==> src/hw/rtl/fcd_pkg.sv <==
package fcd_pkg;

  localparam int CFG_W   = 11;
  localparam int COORD_W = 10;
  localparam int CELL_W  = 8;
  localparam int APB_AW  = 3;
  localparam int APB_DW  = 32;
  localparam int CLS_W   = 2;
  localparam int WIN_W   = 9 * CLS_W;

  typedef enum logic [CLS_W-1:0] {
    CLS_OTHER   = 2'd0,
    CLS_FREE    = 2'd1,
    CLS_UNKNOWN = 2'd2
  } fcd_cls_t;

  typedef enum logic {
    REG_MAP_WIDTH  = 1'b0,
    REG_MAP_HEIGHT = 1'b1
  } fcd_reg_t;

  localparam logic [CELL_W-1:0] CELL_FREE    = 8'h00;
  localparam logic [CELL_W-1:0] CELL_UNKNOWN = 8'hFF;

  typedef struct packed {
    logic [CLS_W-1:0]   cls;
    logic               last;
    logic               have_window;
    logic [COORD_W-1:0] ccol;
    logic [COORD_W-1:0] crow;
  } fcd_item_t;

  function automatic logic [CLS_W-1:0] classify(input logic [CELL_W-1:0] v);
    logic [CLS_W-1:0] c;
    if (v == CELL_FREE) begin
      c = CLS_FREE;
    end else if (v == CELL_UNKNOWN) begin
      c = CLS_UNKNOWN;
    end else begin
      c = CLS_OTHER;
    end
    return c;
  endfunction

endpackage

==> src/hw/rtl/frontier_cell_detect.sv <==
// Channel  | Handshake                  | Payload
// cell     | cell_valid / cell_ready    | cell_value
// result   | result_valid / result_ready| center_col, center_row, is_frontier, frame_end
// config   | APB write, pready always 1 | map_width at 0x0, map_height at 0x4
//
// One cell is taken every cycle unless a stalled result holds it off; a result is registered
// only for a frontier cell or the last cell, after a buffer stage and the line store read.
// Reset clears the position, the window and both valid flags, with no clearing pass.
// A stalled result holds the pipeline and drops cell_ready; nothing is lost.
module frontier_cell_detect import fcd_pkg::*; #(
  parameter int MAX_WIDTH  = 1024,
  parameter int MAX_HEIGHT = 1024
) (
  input  logic                clk,
  input  logic                rst,
  input  logic                psel,
  input  logic                penable,
  input  logic                pwrite,
  input  logic [APB_AW-1:0]   paddr,
  input  logic [APB_DW-1:0]   pwdata,
  output logic [APB_DW-1:0]   prdata,
  output logic                pready,
  input  logic                cell_valid,
  output logic                cell_ready,
  input  logic [CELL_W-1:0]   cell_value,
  output logic                result_valid,
  input  logic                result_ready,
  output logic [COORD_W-1:0]  center_col,
  output logic [COORD_W-1:0]  center_row,
  output logic                is_frontier,
  output logic                frame_end
);

  localparam int AW = $clog2(MAX_WIDTH);

  logic [CFG_W-1:0]   map_width;
  logic [CFG_W-1:0]   map_height;
  logic               cfg_wr;
  logic               nonempty;
  logic               load;
  logic [AW-1:0]      col_addr;
  fcd_item_t          item;
  logic               ram_we;
  logic [AW-1:0]      ram_waddr;
  logic [2*CLS_W-1:0] ram_wdata;
  logic [2*CLS_W-1:0] ram_rdata;

  assign pready = 1'b1;
  assign cfg_wr = psel && penable && pwrite && pready;
  assign load = cell_valid && cell_ready && nonempty;

  always_comb begin
    case (fcd_reg_t'(paddr[2]))
      REG_MAP_WIDTH:  prdata = APB_DW'(map_width);
      REG_MAP_HEIGHT: prdata = APB_DW'(map_height);
      default:        prdata = '0;
    endcase
  end

  always_ff @(posedge clk) begin
    if (rst) begin
      map_width <= '0;
      map_height <= '0;
    end else if (cfg_wr) begin
      case (fcd_reg_t'(paddr[2]))
        REG_MAP_WIDTH:  map_width <= pwdata[CFG_W-1:0];
        REG_MAP_HEIGHT: map_height <= pwdata[CFG_W-1:0];
        default: begin
        end
      endcase
    end
  end

  fcd_scan #(
    .MAX_WIDTH  (MAX_WIDTH),
    .MAX_HEIGHT (MAX_HEIGHT)
  ) u_scan (
    .clk        (clk),
    .rst        (rst),
    .map_width  (map_width),
    .map_height (map_height),
    .clear      (cfg_wr),
    .advance    (load),
    .cell_value (cell_value),
    .nonempty   (nonempty),
    .col_addr   (col_addr),
    .item       (item)
  );

  fcd_ram #(
    .WIDTH (2 * CLS_W),
    .DEPTH (MAX_WIDTH)
  ) u_line_ram (
    .clk   (clk),
    .we    (ram_we),
    .waddr (ram_waddr),
    .wdata (ram_wdata),
    .re    (load),
    .raddr (col_addr),
    .rdata (ram_rdata)
  );

  fcd_window #(
    .AW (AW)
  ) u_window (
    .clk          (clk),
    .rst          (rst),
    .load         (load),
    .item         (item),
    .col_addr     (col_addr),
    .take_ready   (cell_ready),
    .ram_we       (ram_we),
    .ram_waddr    (ram_waddr),
    .ram_wdata    (ram_wdata),
    .ram_rdata    (ram_rdata),
    .result_valid (result_valid),
    .result_ready (result_ready),
    .center_col   (center_col),
    .center_row   (center_row),
    .is_frontier  (is_frontier),
    .frame_end    (frame_end)
  );

endmodule

==> src/hw/rtl/fcd_ram.sv <==
module fcd_ram #(
  parameter int WIDTH = 4,
  parameter int DEPTH = 1024
) (
  input  logic                     clk,
  input  logic                     we,
  input  logic [$clog2(DEPTH)-1:0] waddr,
  input  logic [WIDTH-1:0]         wdata,
  input  logic                     re,
  input  logic [$clog2(DEPTH)-1:0] raddr,
  output logic [WIDTH-1:0]         rdata
);

  logic [WIDTH-1:0] mem [DEPTH];

  always_ff @(posedge clk) begin
    if (we) begin
      mem[waddr] <= wdata;
    end
    if (re) begin
      rdata <= mem[raddr];
    end
  end

endmodule

==> src/hw/rtl/fcd_scan.sv <==
module fcd_scan import fcd_pkg::*; #(
  parameter int MAX_WIDTH  = 1024,
  parameter int MAX_HEIGHT = 1024
) (
  input  logic                         clk,
  input  logic                         rst,
  input  logic [CFG_W-1:0]             map_width,
  input  logic [CFG_W-1:0]             map_height,
  input  logic                         clear,
  input  logic                         advance,
  input  logic [CELL_W-1:0]            cell_value,
  output logic                         nonempty,
  output logic [$clog2(MAX_WIDTH)-1:0] col_addr,
  output fcd_item_t                    item
);

  localparam int CW  = $clog2(MAX_WIDTH);
  localparam int RW  = $clog2(MAX_HEIGHT);
  localparam int WUW = ($clog2(MAX_WIDTH + 1) > CFG_W) ? $clog2(MAX_WIDTH + 1) : CFG_W;
  localparam int HUW = ($clog2(MAX_HEIGHT + 1) > CFG_W) ? $clog2(MAX_HEIGHT + 1) : CFG_W;
  localparam int CXW = (CW > COORD_W) ? CW : COORD_W;
  localparam int RXW = (RW > COORD_W) ? RW : COORD_W;

  logic [CW-1:0]  col;
  logic [RW-1:0]  row;
  logic [CW-1:0]  col_next;
  logic [RW-1:0]  row_next;
  logic [WUW-1:0] w_used;
  logic [HUW-1:0] h_used;
  logic [WUW-1:0] col_inc;
  logic [HUW-1:0] row_inc;
  logic           row_end;
  logic           last;
  logic           have_window;
  logic [CXW-1:0] ccol_full;
  logic [RXW-1:0] crow_full;

  always_comb begin
    w_used = (WUW'(map_width) > WUW'(MAX_WIDTH)) ? WUW'(MAX_WIDTH) : WUW'(map_width);
    h_used = (HUW'(map_height) > HUW'(MAX_HEIGHT)) ? HUW'(MAX_HEIGHT) : HUW'(map_height);
    nonempty = (w_used != '0) && (h_used != '0);
    col_inc = WUW'(col) + WUW'(1);
    row_inc = HUW'(row) + HUW'(1);
    row_end = col_inc >= w_used;
    last = row_end && (row_inc >= h_used);
    have_window = (col >= CW'(2)) && (row >= RW'(2));
    ccol_full = CXW'(col) - CXW'(1);
    crow_full = RXW'(row) - RXW'(1);
    item.cls = classify(cell_value);
    item.last = last;
    item.have_window = have_window;
    item.ccol = have_window ? ccol_full[COORD_W-1:0] : '0;
    item.crow = have_window ? crow_full[COORD_W-1:0] : '0;
    col_addr = col;
  end

  always_comb begin
    col_next = col;
    row_next = row;
    if (clear) begin
      col_next = '0;
      row_next = '0;
    end else if (advance) begin
      if (row_end) begin
        col_next = '0;
        row_next = last ? '0 : row_inc[RW-1:0];
      end else begin
        col_next = col_inc[CW-1:0];
      end
    end
  end

  always_ff @(posedge clk) begin
    if (rst) begin
      col <= '0;
      row <= '0;
    end else begin
      col <= col_next;
      row <= row_next;
    end
  end

  a_wrap_after_last: assert property (@(posedge clk) disable iff (rst)
    (advance && last) |=> (col == '0 && row == '0))
    else $error("scan position did not wrap after the last cell");

  a_col_in_range: assert property (@(posedge clk) disable iff (rst)
    nonempty |-> (WUW'(col) < w_used))
    else $error("column position beyond the map width");

endmodule

==> src/hw/rtl/fcd_window.sv <==
module fcd_window import fcd_pkg::*; #(
  parameter int AW = 10
) (
  input  logic                 clk,
  input  logic                 rst,
  input  logic                 load,
  input  fcd_item_t            item,
  input  logic [AW-1:0]        col_addr,
  output logic                 take_ready,
  output logic                 ram_we,
  output logic [AW-1:0]        ram_waddr,
  output logic [2*CLS_W-1:0]   ram_wdata,
  input  logic [2*CLS_W-1:0]   ram_rdata,
  output logic                 result_valid,
  input  logic                 result_ready,
  output logic [COORD_W-1:0]   center_col,
  output logic [COORD_W-1:0]   center_row,
  output logic                 is_frontier,
  output logic                 frame_end
);

  logic               b_valid;
  fcd_item_t          b_item;
  logic [AW-1:0]      b_addr;
  logic [WIN_W-1:0]   window;
  logic [WIN_W-1:0]   window_next;
  logic               b_adv;
  logic               unknown_near;
  logic               frontier;
  logic               emit;

  always_comb begin
    window_next = {window[WIN_W-3*CLS_W-1:0], ram_rdata, b_item.cls};
    unknown_near = 1'b0;
    for (int k = 0; k < 9; k++) begin
      if (k != 4 && window_next[CLS_W*k +: CLS_W] == CLS_UNKNOWN) begin
        unknown_near = 1'b1;
      end
    end
    frontier = b_item.have_window && (window_next[CLS_W*4 +: CLS_W] == CLS_FREE) &&
               unknown_near;
    emit = frontier || b_item.last;
    b_adv = b_valid && (!result_valid || result_ready);
    take_ready = !b_valid || b_adv;
    ram_we = b_adv;
    ram_waddr = b_addr;
    ram_wdata = {ram_rdata[CLS_W-1:0], b_item.cls};
  end

  always_ff @(posedge clk) begin
    if (rst) begin
      b_valid <= 1'b0;
      window <= '0;
      result_valid <= 1'b0;
    end else begin
      if (take_ready) begin
        b_valid <= load;
      end
      if (b_adv) begin
        window <= window_next;
        result_valid <= emit;
      end else if (result_ready) begin
        result_valid <= 1'b0;
      end
    end
  end

  always_ff @(posedge clk) begin
    if (take_ready && load) begin
      b_item <= item;
      b_addr <= col_addr;
    end
    if (b_adv) begin
      center_col <= b_item.ccol;
      center_row <= b_item.crow;
      is_frontier <= frontier;
      frame_end <= b_item.last;
    end
  end

  a_stall_only_on_output: assert property (@(posedge clk) disable iff (rst)
    !take_ready |-> (result_valid && !result_ready))
    else $error("input held off without an output stall");

endmodule
==> config.mk <==
export PLATFORM = sky130hd
export DESIGN_NAME = frontier_cell_detect
export DESIGN_NICKNAME = d
export VERILOG_FILES = /design/src/hw/rtl/fcd_pkg.sv /design/src/hw/rtl/frontier_cell_detect.sv /design/src/hw/rtl/fcd_ram.sv /design/src/hw/rtl/fcd_scan.sv /design/src/hw/rtl/fcd_window.sv
export SDC_FILE = /design/constraint.sdc
export NUM_CORES = 2
export LEC_CHECK = 0
export CORE_UTILIZATION = 62
export DETAILED_ROUTE_END_ITERATION = 8
export DONT_BUFFER_PORTS = 1
export PLACE_DENSITY_LB_ADDON = 0.08
export SLEW_MARGIN = 20
export SYNTH_ARGS = -nofsm -noshare
export SYNTH_HDL_FRONTEND = slang
export SYNTH_SLANG_ARGS = --single-unit
==> constraint.sdc <==
create_clock -name clk -period 22.4 [get_ports clk]
set_clock_uncertainty 0.15 [all_clocks]
set_input_delay 2.24 -clock clk [delete_from_list [all_inputs] [get_ports clk]]
set_output_delay 2.24 -clock clk [all_outputs]
set_load 0.005 [all_outputs]
* Word-level counts from Yosys, hierarchy flattened *
Memory sizes are Yosys's and may differ from the RTL's. A register that Yosys moved wholly into a read port is not among the register bits.
Index checks and enable logic that the tools add are counted.

storage, ports and cells
  register bits after elaboration = 112
  memory bits (writable) = 4096
  input bits = 50
  output and inout bits = 57
  word-level logic and storage cells = 81
  memories = 1

operators by class
  add/sub/neg operators = 4
  magnitude comparators = 6
  equal/unequal tests = 10
  multiplexer cells = 18
  bitwise gates (word level) = 1
  reduce and logical (&&, ||, !) cells = 24

memories
  name            depth  width  rd ports  clocked after Yosys merged registers in  wr ports  line           source
  u_line_ram.mem  1024   4      1         1                                        1         fcd_ram.sv:14  logic [WIDTH-1:0] mem [DEPTH];

operators by type and width
  operator               count
  $pmux 32 s2            1
  $add 10x1->11 const B  2
  $ge 11x11->1           2
  $gt 11x11->1 const B   2
  $mux 11                2
  $reduce_bool 11->1     2
  $ge 10x2->1 const B    2
  $mux 10                2
  $sub 10x1->10 const B  2
  $eq 2x2->1 const B     8
  $mux 1                 12
  $logic_and 1x1->1      11
  $eq 8x8->1 const B     1
  $logic_not 8->1        1
  $reduce_and 2->1       3
  $logic_or 1x1->1       3
  $eq 2x1->1 const B     1
  $logic_not 1->1        2
  $mux 2                 1
  $reduce_bool 2->1      1
  $reduce_or 2->1        1
  $not 1->1              1

* Depth between registers and ports, before layout *
  word-level depth = 12
  depth in mapped cells = 18
  mapped depth without buffers = 12

* By module *
Synthesis repeated with hierarchy kept, for this count alone.

second synthesis, totals
  cells, all modules = 8863
  area total of the unflattened synthesis = 168033.7 um^2

by module, submodules not included
  module                times used  cells each  area each (um^2)  seq. area each (um^2)
  fcd_ram               1           8290        162138.0          123118.1
  fcd_window            1           141         2389.8            1961.9
  fcd_scan              1           307         2257.2            400.4
  frontier_cell_detect  1           125         1248.7            440.4

* Worst setup path after synthesis *
No wires, ideal clock.

  path type = register to register
  start point = register u_window.b_item, in the netlist u_window.ram_wdata[0]
  end point = memory u_line_ram.mem[0][0], data pin
  setup time = 2.677 ns
  data arrival time = 12.047 ns
  data required time = 19.573 ns
  slack = 7.527 ns
  cell stages (with the launch flop) = 1
  buffers on the path = 0
  period minus slack after synthesis = 14.873 ns
  path through = edfxtp_1

RTL lines
  item                    line              source
  start, declared         fcd_window.sv:23  fcd_item_t b_item;
  start signal, assigned  fcd_window.sv:70  b_item <= item;
  end, declared           fcd_ram.sv:14

No word-level cell before the write port.

==> results.ini <==
[critical_path]
arrival_ns=8.42
path_buf_inv=5
path_cells=buf_4, buf_4, buf_4, buf_4, buf_4, mux4_2, mux2i_1, o22ai_1, nor4_1, nor2_1, a2111oi_0, o32ai_1
critPathRequiredTime_ns=22.93
timing_worst_setup_path_type=register to register
crit_start=u_scan.col_addr[0]$_SDFFE_PP0N_
max_stage_delay_ns=1.13
path_max_fanout=39
critPathTopFamily=buffers and inverters
crit_slowest_cell=nor4_1
end_kind=register
cp-start-kind=register
crit_top_cell=buf_4
rr_startpoint=u_scan.col_addr[0]$_SDFFE_PP0N_

[run]
drv_cap=0

[route]
dr.pass1.iters=7
ant_nets=0
drtIter0Drc=13800
wl_um=465000
vias_per_cell=7.04
route.detailed.drc=0
vias=87800
wl_per_cell_um=37.3

[sta]
hold_viol=0
setup_violations=0
tightest_slew_ns=1.63
period_share_pct=35.2
final.min_clock_period_ns=7.89
max_slew_margin_pct=-8.57
rsz0062_at_grt=no
tns_ns=0
drv_slew=92
max_clock_freq_ghz=0.127

[cts]
cts_tree=yes
post_cts_resized=0
root_buffer=clkbuf_16
cts_buffer_depth=4
clock_sink_count=4212
post_cts_buffers=0
insertion_delay_ns=0.94
numCtsBuffers=414
holdBufCountCts=0
cts.clk_slew.worst_paths_ns=0.06
htree_num_levels=5

[floorplanning]
die_area_mm2=0.270
die_x_um=520
die_h_um=520
coreArea_mm2=0.266
placementRows=189
num_io_pins=107
start_util_pct=62.5

[yosys]
ys_types=78
synth.top_cells.by_count=edfxtp_1, nor2_1, mux4_2
yosysMostFrequentCell=edfxtp_1
synth_top_area_cell=edfxtp_1
synthTopCellsByArea=edfxtp_1, mux4_2, nor2_1
ys_ff_latch=4212
synthFlopType=edfxtp_1
synth_edf_count=4156
synthArstFlopShare_pct=0
syn_area_mm2=0.166
syn_area_per_cell_um2=19.5
ys_seq_area_share_pct=75.7
synth_cells=8542
ys_warn_count=0
synth_top_cell_area_share_pct=75.0

[global_route]
gr-total-overflow=0
grt_usage_pct=34.8
grt_max_degree=259
antenna_found_initial=30
grt_pass1_vias=85600
grt_pass1_wl_um=654000

[status]
status=finished, violations left
failed_checks=slew limit

[finish]
syn_to_final_growth_pct=10.2
drive_gt1_share_pct=21.9
num-nets-final=8667

[power]
fin_total_pwr_uw=15700
leakage_uw=0.0543
powerDensity_mw_per_mm2=85.7
ir_drop_uv=98.0

[min_path]
min_from=u_window.b_item[5]$_SDFFCE_PN0P_
min_path_type=register to register

[place]
numPortBuffers=0
place_congestion=0.876
place_hpwl_um=276000

==> worst reg2reg max path, cell delays in order, from the launching register on <==
cell and delay [ns]:
dfxtp_4 0.73, buf_4 0.77, buf_4 0.73, buf_4 0.73, buf_4 0.78, buf_4 0.76, mux4_2 0.59, mux2i_1 0.41
o22ai_1 0.21, nor4_1 1.13, nor2_1 0.06, a2111oi_0 0.43, o32ai_1 0.14
==> where the power goes <==
group	total (uW)	internal (uW)	switching (uW)
registers	8620	8620	6.01
logic	314	112	202
clock network	6780	3840	2940
total	15700	12600	3140
==> sequential cells by signal, indices dropped and copies added, names as in the netlist <==
register,flops
u_window.result_valid,1
u_window.center_col,10
u_line_ram.mem,4096
u_window.is_frontier,1
u_window.b_item,22
u_window.center_row,10
u_window.frame_end,1
map_width,11
u_window.ram_wdata,2
u_scan.col_addr,10
u_line_ram.rdata,4
map_height,11
u_scan.row,10
u_window.b_valid,1
u_window.ram_waddr,10
u_window.window,12
==> cell usage in the layout, fill, tap and decap left out, drive strengths merged, types with 46 or more instances in the layout <==
| cell | instances |
|---|---|
| nand2 | 333 |
| clkinv | 200 |
| a21oi | 149 |
| dfxtp | 56 |
| mux4 | 991 |
| nand3 | 62 |
| o22ai | 46 |
| a22oi | 170 |
| mux2i | 160 |
| clkbuf | 505 |
| o21ai | 57 |
| nor2 | 1118 |
| buf | 237 |
| edfxtp | 4156 |
| nor3 | 55 |
==> cells by family (layout without fill, tap and decap cells) <==
logic type               Yosys count  in the layout  share of synthesized area (%)
other                              2             36                        0.00452
AND/OR/NAND/NOR                 1758           1758                           4.39
adder cells (fa/ha/maj)           28             28                          0.211
buffers and inverters            652           1020                           2.04
flip-flops                      4212           4212                           75.7
XOR/XNOR                          40             40                          0.211
multiplexers                    1187           1187                           14.6
AO/OA/AOI/OAI                    663            663                           2.80
==> final cells by class <==
| cell class | instances | area, um2 |
|---|---|---|
| clock buffer | 505 | 10900 |
| multi-input combinational | 3698 | 37700 |
| tap | 3533 | 4420 |
| timing repair buffer | 237 | 2030 |
| antenna | 14 | 35.0 |
| fill | 16700 | 82700 |
| inverter | 26 | 104 |
| clock inverter | 252 | 2200 |
| sequential | 4212 | 126000 |
==> metrics by stage <==
stage / worst slack (ns) / std cells / area, um2 / hold WS [ns] / utilization (%)
after floorplan: 7.53 / 8562 / 166000 / 0.250 / -
after global placement: 14.62 / 11700 / 170000 / 0.254 / 63.9
after detailed placement: 14.62 / 11700 / 170000 / 0.255 / 63.9
after CTS: 14.60 / 12500 / 183000 / 0.267 / 68.9
after global routing: 14.15 / 12500 / 183000 / 0.275 / 68.9
final: 14.51 / 12500 / 183000 / 0.269 / 68.9
==> path summary, 6_finish.rpt <==
check             slack [ns]  cells after the start                               end
hold reg to reg         0.27                      0  u_window.center_row[5]$_DFFE_PP_
hold / removal          0.27                      0  u_window.center_row[5]$_DFFE_PP_
setup reg to reg       14.51                     12     u_line_ram.rdata[2]$_DFFE_PN_
setup / recovery       14.51                     12     u_line_ram.rdata[2]$_DFFE_PN_
==> routing by layer <==
layer / track usage, % / share of wire (%) / vias to the layer above
li1: - / - / 34700
met4: 13.9 / 4.4 / 10
met3: 8.91 / 13 / 940
met2: 51.8 / 46 / 6289
met5: 0 / 0.014 / -
met1: 50.2 / 37 / 45900
No activity file was read; power rests on OpenSTA's default activity.
